**config.mk**
```make
export PLATFORM = sky130hd
export DESIGN_NAME = wht_front
export DESIGN_NICKNAME = d
export VERILOG_FILES = /design/src/sv/wht_pkg.sv /design/src/sv/wht_front.sv
export SDC_FILE = /design/constraint.sdc
export NUM_CORES = 1
export LEC_CHECK = 0
export BUFFER_PORTS_ARGS = -buffer_cell sky130_fd_sc_hd__buf_2
export CAP_MARGIN = 10
export CORE_UTILIZATION = 45
export DETAILED_ROUTE_END_ITERATION = 8
export GPL_TIMING_DRIVEN = 1
export PLACE_DENSITY_LB_ADDON = 0.05
export SLEW_MARGIN = 30
export SYNTH_ARGS = -nofsm -noshare
export SYNTH_HDL_FRONTEND = slang
export SYNTH_SLANG_ARGS = --single-unit
```
**constraint.sdc**
```tcl
create_clock -name clk -period 6.4 [get_ports clk]
set_clock_uncertainty 0.2 [all_clocks]
set_input_delay 1.28 -clock clk [delete_from_list [all_inputs] [get_ports clk]]
set_output_delay 1.28 -clock clk [all_outputs]
set_load 0.01 [all_outputs]
```
**src/sv/wht_pkg.sv**
```systemverilog
// Shared types, constants and the arctangent table of the waypoint heading tracker.
// Used by the front end, the back end and the top level; depends on nothing.
package wht_pkg;

  localparam int TABLE_DEPTH_DEF  = 256;
  localparam int CORDIC_STEPS_DEF = 16;
  localparam int QUEUE_DEPTH      = 2;

  localparam logic [14:0] MAX_SPEED_RST = 15'd2048;
  localparam logic [15:0] POS_TOL_RST   = 16'd82;

  localparam logic signed [23:0] ANG_PI_Q20      = 24'sd3294199;
  localparam logic signed [23:0] ANG_HALF_PI_Q20 = 24'sd1647099;
  localparam logic signed [16:0] ANG_PI_Q12      = 17'sd12868;
  localparam logic signed [16:0] ANG_TWO_PI_Q12  = 17'sd25736;

  localparam logic REG_MAX_SPEED = 1'b0;
  localparam logic REG_POS_TOL   = 1'b1;

  typedef enum logic [2:0] {
    MODE_POSE    = 3'd0,
    MODE_APPEND  = 3'd1,
    MODE_CLEAR   = 3'd2,
    MODE_START   = 3'd3,
    MODE_STOP    = 3'd4,
    MODE_PROCEED = 3'd5
  } mode_t;

  typedef enum logic [2:0] {
    CMD_NOP,
    CMD_POSE,
    CMD_APPEND,
    CMD_CLEAR,
    CMD_START,
    CMD_STOP,
    CMD_PROCEED
  } cmd_t;

  // Pose words carry position and heading, append words carry the waypoint.
  typedef struct packed {
    cmd_t               cmd;
    logic signed [23:0] x;
    logic signed [23:0] y;
    logic signed [15:0] v;
  } item_t;

  function automatic logic signed [23:0] atan_q20(input logic [4:0] i);
    logic signed [23:0] r;
    unique case (i)
      5'd0:    r = 24'sd823550;
      5'd1:    r = 24'sd486170;
      5'd2:    r = 24'sd256879;
      5'd3:    r = 24'sd130396;
      5'd4:    r = 24'sd65451;
      5'd5:    r = 24'sd32757;
      5'd6:    r = 24'sd16383;
      5'd7:    r = 24'sd8192;
      5'd8:    r = 24'sd4096;
      5'd9:    r = 24'sd2048;
      5'd10:   r = 24'sd1024;
      5'd11:   r = 24'sd512;
      5'd12:   r = 24'sd256;
      5'd13:   r = 24'sd128;
      5'd14:   r = 24'sd64;
      5'd15:   r = 24'sd32;
      5'd16:   r = 24'sd16;
      5'd17:   r = 24'sd8;
      5'd18:   r = 24'sd4;
      5'd19:   r = 24'sd2;
      5'd20:   r = 24'sd1;
      default: r = 24'sd0;
    endcase
    return r;
  endfunction

endpackage

```
**src/sv/wht_front.sv**
```systemverilog
// Front end: accepts input words, classifies the mode and queues the words.
// Depends on wht_pkg.
module wht_front (
  input  logic                clk,
  input  logic                rst,
  input  logic                in_valid,
  output logic                in_stall,
  input  logic [2:0]          mode,
  input  logic signed [23:0]  pos_x,
  input  logic signed [23:0]  pos_y,
  input  logic signed [14:0]  heading,
  input  logic signed [23:0]  wp_x,
  input  logic signed [23:0]  wp_y,
  input  logic signed [15:0]  wp_speed,
  output logic                q_valid,
  output wht_pkg::item_t      q_item,
  input  logic                q_pop
);

  localparam int PW = $clog2(wht_pkg::QUEUE_DEPTH);
  localparam int CW = $clog2(wht_pkg::QUEUE_DEPTH + 1);

  wht_pkg::item_t q [wht_pkg::QUEUE_DEPTH];
  wht_pkg::item_t item;
  logic [PW-1:0]  wr_ptr;
  logic [PW-1:0]  rd_ptr;
  logic [CW-1:0]  fill;
  logic           push;

  always_comb begin
    item = '{cmd: wht_pkg::CMD_NOP, x: wp_x, y: wp_y, v: wp_speed};
    unique case (mode)
      wht_pkg::MODE_POSE: begin
        item.cmd = wht_pkg::CMD_POSE;
        item.x   = pos_x;
        item.y   = pos_y;
        item.v   = 16'(heading);
      end
      wht_pkg::MODE_APPEND:  item.cmd = wht_pkg::CMD_APPEND;
      wht_pkg::MODE_CLEAR:   item.cmd = wht_pkg::CMD_CLEAR;
      wht_pkg::MODE_START:   item.cmd = wht_pkg::CMD_START;
      wht_pkg::MODE_STOP:    item.cmd = wht_pkg::CMD_STOP;
      wht_pkg::MODE_PROCEED: item.cmd = wht_pkg::CMD_PROCEED;
      default:               item.cmd = wht_pkg::CMD_NOP;
    endcase
  end

  assign in_stall = (fill == CW'(wht_pkg::QUEUE_DEPTH));
  assign push     = in_valid && !in_stall;
  assign q_valid  = (fill != '0);
  assign q_item   = q[rd_ptr];

  always_ff @(posedge clk) begin
    if (push) begin
      q[wr_ptr] <= item;
    end
  end

  always_ff @(posedge clk) begin
    if (rst) begin
      wr_ptr <= '0;
      rd_ptr <= '0;
      fill   <= '0;
    end else begin
      if (push) begin
        wr_ptr <= (wr_ptr == PW'(wht_pkg::QUEUE_DEPTH - 1)) ? '0 : wr_ptr + 1'b1;
      end
      if (q_pop) begin
        rd_ptr <= (rd_ptr == PW'(wht_pkg::QUEUE_DEPTH - 1)) ? '0 : rd_ptr + 1'b1;
      end
      fill <= fill + CW'(push) - CW'(q_pop);
    end
  end

endmodule

```
==> results of run 1 <==
-- worst max path at each step --
stage,startpoint,to,slack (ns),cells past startpoint
3_3_place_gp,in_valid,q[0][27],2.85,5
3_5_place_dp,in_valid,q[0][27],2.84,5
5_1_grt,register,q_item[38],2.94,3
6_report,register,q_item[39],3.03,3
4_1_cts,register,q_item[0],2.88,2
2_1_floorplan,in_valid,q[0][0],2.80,3
-- worst min-delay path, cell delays in order, from the launching register on --
cell and delay (ns):
dfxtp_1 0.32, o21ai_0 0.07, a21oi_1 0.07
-- state kept, by name (all words and copies together), names as in the netlist, named ones only --
name,count
wr_ptr,1
rd_ptr,1
q,134
fill,2
-- logic make-up (layout without fill, tap and decap cells) --
family | after synthesis | after routing | synth area share
xor gates and xnor gates | 2 | 2 | 0.00298
and+or+nand+nor | 15 | 15 | 0.0134
adders and majority gates | 2 | 2 | 0.00426
muxes | 131 | 131 | 0.251
DFF | 139 | 139 | 0.702
buffers and inverters | 20 | 244 | 0.0215
AOI/OAI and AO/OA | 5 | 5 | 0.00426
-- report_power, final --
part	leakage, nW	total, mW	switching [mW]	internal (mW)
combinational	1.43	0.342	0.177	0.164
clock	0.261	0.853	0.332	0.520
sequential	1.29	1.14	0.0263	1.11
total	2.98	2.33	0.536	1.79
-- cell usage after synthesis (2+ instances only) --
library cell | number | share of area
mux2_1 | 47 | 0.090
buf_2 | 8 | 0.0068
mux2_2 | 83 | 0.16
ha_1 | 2 | 0.0043
a21oi_1 | 2 | 0.0017
dfxtp_1 | 5 | 0.017
inv_1 | 6 | 0.0038
nor2_1 | 4 | 0.0026
nand2_1 | 3 | 0.0019
o21ai_0 | 3 | 0.0026
buf_6 | 5 | 0.0096
edfxtp_1 | 134 | 0.69
-- routing by layer --
| metal | GRT usage | vias up |
|---|---|---|
| li1 | - | 1642 |
| met1 | 0.193 | 1635 |
| met2 | 0.273 | 130 |
| met3 | 0.0602 | 14 |
| met4 | 0.0889 | 0 |
| met5 | 0 | - |
-- per-stage QoR --
stage / util / cells / total power, mW
global route: 0.597 / 710 / 2.43
finish: 0.597 / 710 / 2.33
global placement: 0.555 / 677 / 1.49
detailed placement: 0.555 / 677 / 1.50
floorplan: - / 314 / 1.35
CTS: 0.595 / 709 / 2.36
-- final cells by class --
| class | instances | share of cell area |
|---|---|---|
| Sequential cell | 139 | 0.546 |
| Multi-Input combinational cell | 155 | 0.215 |
| Timing Repair Buffer | 206 | 0.139 |
| Clock buffer | 19 | 0.0572 |
| Tap cell | 172 | 0.0285 |
| Clock inverter | 13 | 0.0111 |
| Inverter | 6 | 0.00298 |
==> metrics.txt, run 1 <==
Slew Limit Fails=0; highest-count cells in the layout ignoring fill and taps=buf_2 (202), edfxtp_1 (134), mux2_2 (83), mux2_1 (47), clkbuf_16 (17); Met2 Wirelength=5330 µm; final worst setup slack=3.03 ns; Yosys Warn Count=0; Clock transition at path regs=0.05 ns; setup bufs post-CTS=0; Sequential Area=0.00413 mm²; RR Endpoint=q[0][28]; worst hold slack=0.310 ns; largest net degree at the start of global routing=68; fillcell total=1022; Num CTS Buffers=17; Setup crit start kind=register; # hold bufs at CTS=0; Synthesized Nets=450; outcome=finished clean; worst r2r path cells=5; fraction of registers with async set/reset=0; die area=0.0135 mm²; crit-path cells=buf_12, mux2_2, buf_2; worst r2r src=fill[0]; max_slew headroom=0.436; Ant. Diodes=0; hpwl dp=7170 µm; P_leak=2.98 nW; CP peak stage delay=0.65 ns; I/O Buffers=202; Top FF cell, synth=edfxtp_1; most common cell after layout, fill and taps aside=buf_2; synth unique cells=24; Crit Path Max Fanout=35; first-pass GRT wire length=16300 µm; Final Hold Fails=0; post-place instance area=0.00703 mm²; final wirelength=11000 µm; CTS max path bufs=2; actual slew at the worst max-slew pin=0.846 ns; # resized after CTS=0; cells after synthesis=314; drt drc=0; htree depth=4; Vias=3421; CTS tree=done; Overall Global Routing Usage=0.167; final setup fails=0; Bufs and invs on worst path=2; hold_sp=wr_ptr; maxcap violations=0; Top-Level Pins=203; critical path class=reg2out; worst hold path depth=2; Crit path required time=4.92 ns; WL/cell=15.5 µm; WL met3=866 µm; core area=0.0127 mm²; mean post-synth cell area=18.7 µm²; Hold Crit Class=reg2reg; fin area=0.00756 mm²; initial DRC count=112; Synth Register Bits=139; CP Capture Type=primary output; RePlAce Congestion=0.658; global route overflow=0; CP arrival=1.89 ns; synthesized cell area=0.00587 mm²; sequential share of the synthesized area=0.702; layout cells sized above 1=0.593; CTS Sinks=139; Worst-Skew Late Latency=0.41 ns; reg-to-reg slack, setup=3.80 ns; Final Cycle Share=0.527; VDD IR max=0.173 mV; pre-CTS setup slack=2.84 ns; DIE WIDTH=116 µm; minimum clock period=3.37 ns; drt pass-1 iters=4; Post-synth EDFFs=134; final setup TNS=0 ns; DRT antenna net count=0; crit path max-delay cell type=dfxtp_4; hold endpoint=wr_ptr; vias in the first global route=3359; antenna violations before repair=0; M1 wire length=4590 µm; Final nets=661; Die H=116 µm; RSZ-0062 raised after global routing=no; P&R area growth vs syn=28.8%; multi-input logic area=0.00163 mm²; Row Count=41; pwr dens=308 mW/mm²; Fmax achieved=296 MHz; DR vias/cell=4.82; CP delay by family, top=flip-flops; highest metal used=met4; Initial Util=0.463; CTS root buf=clkbuf_16
Note: power is estimated with default switching activity, not from simulation.
==> run 2: changes to the inputs <==
- clock period: 6.4 -> 3.3 ns (I/O delays scaled with it)
==> run 2 against run 1 <==
Utilization up 0.47 points. Count of clock-buffer cells in the layout unchanged. Routed wire length down 0.83%.
==> metrics.txt, run 2 (synthesized netlist as in run 1, its figures left out) <==
Clock transition at path regs=0.05 ns (about the same); Top-Level Pins=203 (unchanged); Crit Path Max Fanout=37 (+5.7%); critical path class=reg2out; crit-path cells=buf_12, mux2_2, buf_2; Num CTS Buffers=17 (unchanged); P_leak=3.00 nW (+0.71%); post-place instance area=0.00708 mm² (+0.82%); final wirelength=10900 µm (-0.83%); drt drc=0 (unchanged); setup bufs post-CTS=0 (unchanged); highest-count cells in the layout ignoring fill and taps=buf_2 (202), edfxtp_1 (134), mux2_2 (83), mux2_1 (47), clkbuf_16 (17); max reg flops=134 (unchanged); pwr dens=602 mW/mm² (+96%); Setup crit start kind=register; global route overflow=0 (unchanged); Power, Total=4.59 mW (+97%); htree depth=4 (unchanged); CTS root buf=clkbuf_16; worst hold slack=0.268 ns (-0.0427 ns); # resized after CTS=0 (unchanged); Die H=116 µm (unchanged); layout cells sized above 1=0.596 (+0.00297); actual slew at the worst max-slew pin=0.537 ns (-0.309 ns); Hold Crit Class=in2reg; antenna violations before repair=0 (unchanged); Overall Global Routing Usage=0.165 (-0.00154); VDD IR max=0.308 mV (+78%); die area=0.0135 mm² (unchanged); DRT antenna net count=0 (unchanged); CTS Sinks=139 (unchanged); RePlAce Congestion=0.729 (+11%); fillcell total=1017 (-0.49%); Final nets=661 (unchanged); crit path max-delay cell type=dfxtp_4; Ant. Diodes=0 (unchanged); final setup TNS=0 ns (unchanged); Row Count=41 (unchanged); Worst-Skew Late Latency=0.41 ns (about the same); RSZ-0062 raised after global routing=no; CTS tree=done; CP peak stage delay=0.70 ns (+0.05 ns); DR vias/cell=4.79 (-0.59%); CP Capture Type=primary output; max_slew headroom=0.642 (+0.206); CP arrival=1.92 ns (+0.03 ns); Slew Limit Fails=0 (unchanged); biggest regs=q x134, fill x2; worst hold path depth=2 (unchanged); # hold bufs at CTS=0 (unchanged); initial DRC count=105 (-6.3%); Sequential Area=0.00413 mm² (unchanged); core area=0.0127 mm² (unchanged); worst r2r path cells=5 (unchanged); final setup fails=0 (unchanged); drt pass-1 iters=4 (unchanged); maxcap violations=0 (unchanged); Crit path required time=2.44 ns (-2.48 ns); outcome=finished clean; CP delay by family, top=flip-flops; Final Util=0.602 (+0.00474); CP Depth=3 (unchanged); WL/cell=15.4 µm (-0.69%); Final Cycle Share=0.841; minimum clock period=2.78 ns; DIE WIDTH=116 µm (unchanged); most common cell after layout, fill and taps aside=buf_2; P&R area growth vs syn=29.9%; largest net degree at the start of global routing=68 (unchanged); Vias=3396 (-0.73%); hpwl dp=7360 µm (+2.5%); first-pass GRT wire length=16000 µm (-1.6%); vias in the first global route=3218 (-4.2%); Fmax achieved=360 MHz; fin area=0.00762 mm² (+0.79%); CTS max path bufs=2 (unchanged); Final Hold Fails=0 (unchanged); top register by number of flip-flops=q; Bufs and invs on worst path=2 (unchanged); I/O Buffers=202 (unchanged); Initial Util=0.463 (unchanged); multi-input logic area=0.00163 mm² (unchanged)
==> run 2: changes by cell type in the layout (fill, tap and decap cells not counted), sizes merged <==
cell | previous run | this run
clkinv | 12 | 10
bufinv | 1 | 2
==> run 2: per-stage QoR <==
stage | instances | setup slack [ns]
after floorplan | 314 | 0.316
after global placement | 678 | 0.954
after detailed placement | 678 | 0.936
after CTS | 709 | 0.489
after global routing | 709 | 0.430
final | 709 | 0.525
==> run 2: worst paths after layout <==
| path | start | endpoint | slack (ns) |
|---|---|---|---|
| setup / recovery | register | q_item[15] | 0.52 |
| hold / removal | rst | register | 0.27 |
| setup reg to reg | fill[0] | q[0][12] | 1.40 |
| hold reg to reg | wr_ptr | wr_ptr | 0.28 |
==> run 2: power breakdown <==
part	total [mW]	switching (mW)	internal (mW)	leakage, nW
combinational	0.667	0.338	0.329	1.44
sequential	2.21	0.0608	2.15	1.29
clock	1.71	0.627	1.09	0.272
==> run 2: area by class of cell <==
cell class,instances,share of cell area
well taps,172,0.0282
inverters,6,0.00295
multi-input cells,155,0.214
repair buffers,206,0.143
flip-flops and latches,139,0.541
clock buffers,19,0.0568
clock inverters,12,0.0140
==> run 2: metal layers <==
metal	part of all wire	vias to the layer above	global-route usage	wire length [µm]
met2	0.49	136	0.264	5320
met1	0.42	1598	0.199	4560
li1	-	1642	-	-
met4	0.022	0	0.0872	243
met3	0.072	20	0.0560	782
met5	0	-	0	0
==> run 3: changes to the inputs <==
- clock period: 3.3 -> 2.5 ns (I/O delays scaled with it)
==> run 3 against run 2 <==
Utilization is 0.45 points higher. Die area stayed put. Global-route usage hardly changed. Largest power group unchanged. Highest routed layer unchanged.
==> metrics.txt, run 3 (synthesized netlist as in run 1, its figures left out) <==
outcome=finished clean; crit path max-delay cell type=buf_4; CP delay by family, top=buffers and inverters; core area=0.0127 mm² (unchanged); minimum clock period=2.40 ns; VDD IR max=0.559 mV (+82%); Fmax achieved=416 MHz; CTS root buf=clkbuf_16; largest net degree at the start of global routing=68 (unchanged); drt pass-1 iters=3 (-1); actual slew at the worst max-slew pin=0.452 ns (-0.0852 ns); CP Capture Type=primary output; Worst-Skew Late Latency=0.41 ns (about the same); highest-count cells in the layout ignoring fill and taps=buf_2 (202), edfxtp_1 (134), mux2_2 (83), mux2_1 (47), clkbuf_16 (17); Final Cycle Share=0.961; Crit Path Max Fanout=31 (-16%); setup bufs post-CTS=0 (unchanged); worst hold slack=0.124 ns (-0.144 ns); most common cell after layout, fill and taps aside=buf_2; fillcell total=1021 (+0.39%); Power, Total=6.20 mW (+35%); Num CTS Buffers=17 (unchanged); RSZ-0062 raised after global routing=no; CTS max path bufs=2 (unchanged); CP Depth=3 (unchanged); Sequential Area=0.00413 mm² (about the same); I/O Buffers=202 (unchanged); Clock transition at path regs=0.05 ns (about the same); post-place instance area=0.00712 mm² (+0.51%); CTS tree=done; # resized after CTS=0 (unchanged); critical path class=reg2out; Die H=116 µm (unchanged); worst hold path depth=2 (unchanged); layout cells sized above 1=0.596 (about the same); Final Util=0.606 (+0.00454); CTS Sinks=139 (unchanged); worst r2r path cells=5 (unchanged); drt drc=0 (unchanged); Final Hold Fails=0 (unchanged); final wirelength=11000 µm (+1.2%); hold_sp=rst; Row Count=41 (unchanged); biggest regs=q x134, fill x2; crit-path cells=buf_4, mux2_2, buf_2; Initial Util=0.463 (unchanged); Crit path required time=1.80 ns (-0.64 ns); fin area=0.00768 mm² (+0.76%); Final nets=664 (+0.45%); Hold Crit Class=in2reg; multi-input logic area=0.00163 mm² (unchanged); CP arrival=1.70 ns (-0.22 ns); initial DRC count=157 (+50%); max reg flops=134 (unchanged); Ant. Diodes=0 (unchanged); # hold bufs at CTS=0 (unchanged); max_slew headroom=0.699 (+0.0568); Setup crit start kind=register; final setup fails=0 (unchanged); worst r2r src=fill[0]; RePlAce Congestion=0.707 (-3.1%); P_leak=3.01 nW (+0.48%); P&R area growth vs syn=30.8%; Overall Global Routing Usage=0.166 (+0.000232); htree depth=4 (unchanged); maxcap violations=0 (unchanged); top register by number of flip-flops=q; WL/cell=15.5 µm (+0.88%); first-pass GRT wire length=16000 µm (-0.13%); CP peak stage delay=0.40 ns (-0.30 ns); final setup TNS=0 ns (unchanged); Slew Limit Fails=0 (unchanged); global route overflow=0 (unchanged); hpwl dp=7330 µm (-0.32%); Bufs and invs on worst path=2 (unchanged); pwr dens=807 mW/mm² (+34%); vias in the first global route=3272 (+1.7%); antenna violations before repair=0 (unchanged); DR vias/cell=4.81 (+0.45%); die area=0.0135 mm² (unchanged); Vias=3421 (+0.74%); Top-Level Pins=203 (unchanged); DRT antenna net count=0 (unchanged); DIE WIDTH=116 µm (unchanged)
[run 3: cell types whose count changed in the layout (fill, tap and decap cells not counted), sizes merged]
cell	previous run	this run
buf	206	209
bufinv	2	3
clkbuf	19	18
clkinv	10	8
clkinvlp	0	2
inv	6	5
[run 3: path summary, 6_finish.rpt]
| check | endpoint | slack, ns |
|---|---|---|
| setup / recovery | q_item[23] | 0.1 |
| hold / removal | wr_ptr | 0.12 |
| setup reg to reg | q[0][37] | 0.70 |
| hold reg to reg | wr_ptr | 0.29 |
[run 3: layout make-up]
type	count	share of cell area
clock buffer	18	0.0559
tap	172	0.0280
clock inverter	12	0.0171
inverter	6	0.00342
multi-input combinational	155	0.212
timing repair buffer	209	0.147
sequential	139	0.537
[run 3: layer usage]
| layer | wire length, µm | track usage |
|---|---|---|
| met3 | 844 | 0.0623 |
| met4 | 169 | 0.0769 |
| met5 | 0 | 0 |
| met2 | 5420 | 0.276 |
| met1 | 4610 | 0.189 |
[run 3: through the flow]
stage,std cells,worst slack [ns]
after floorplan,314,0.203
after global placement,681,0.379
after detailed placement,681,0.361
after CTS,711,0.0548
after global routing,711,0.0237
final,711,0.0972
[run 3: power by group]
part | switching (mW) | internal, mW | leakage [nW]
Combinational | 0.480 | 0.449 | 1.45
Sequential | 0.0504 | 2.84 | 1.29
Clock | 0.851 | 1.53 | 0.273
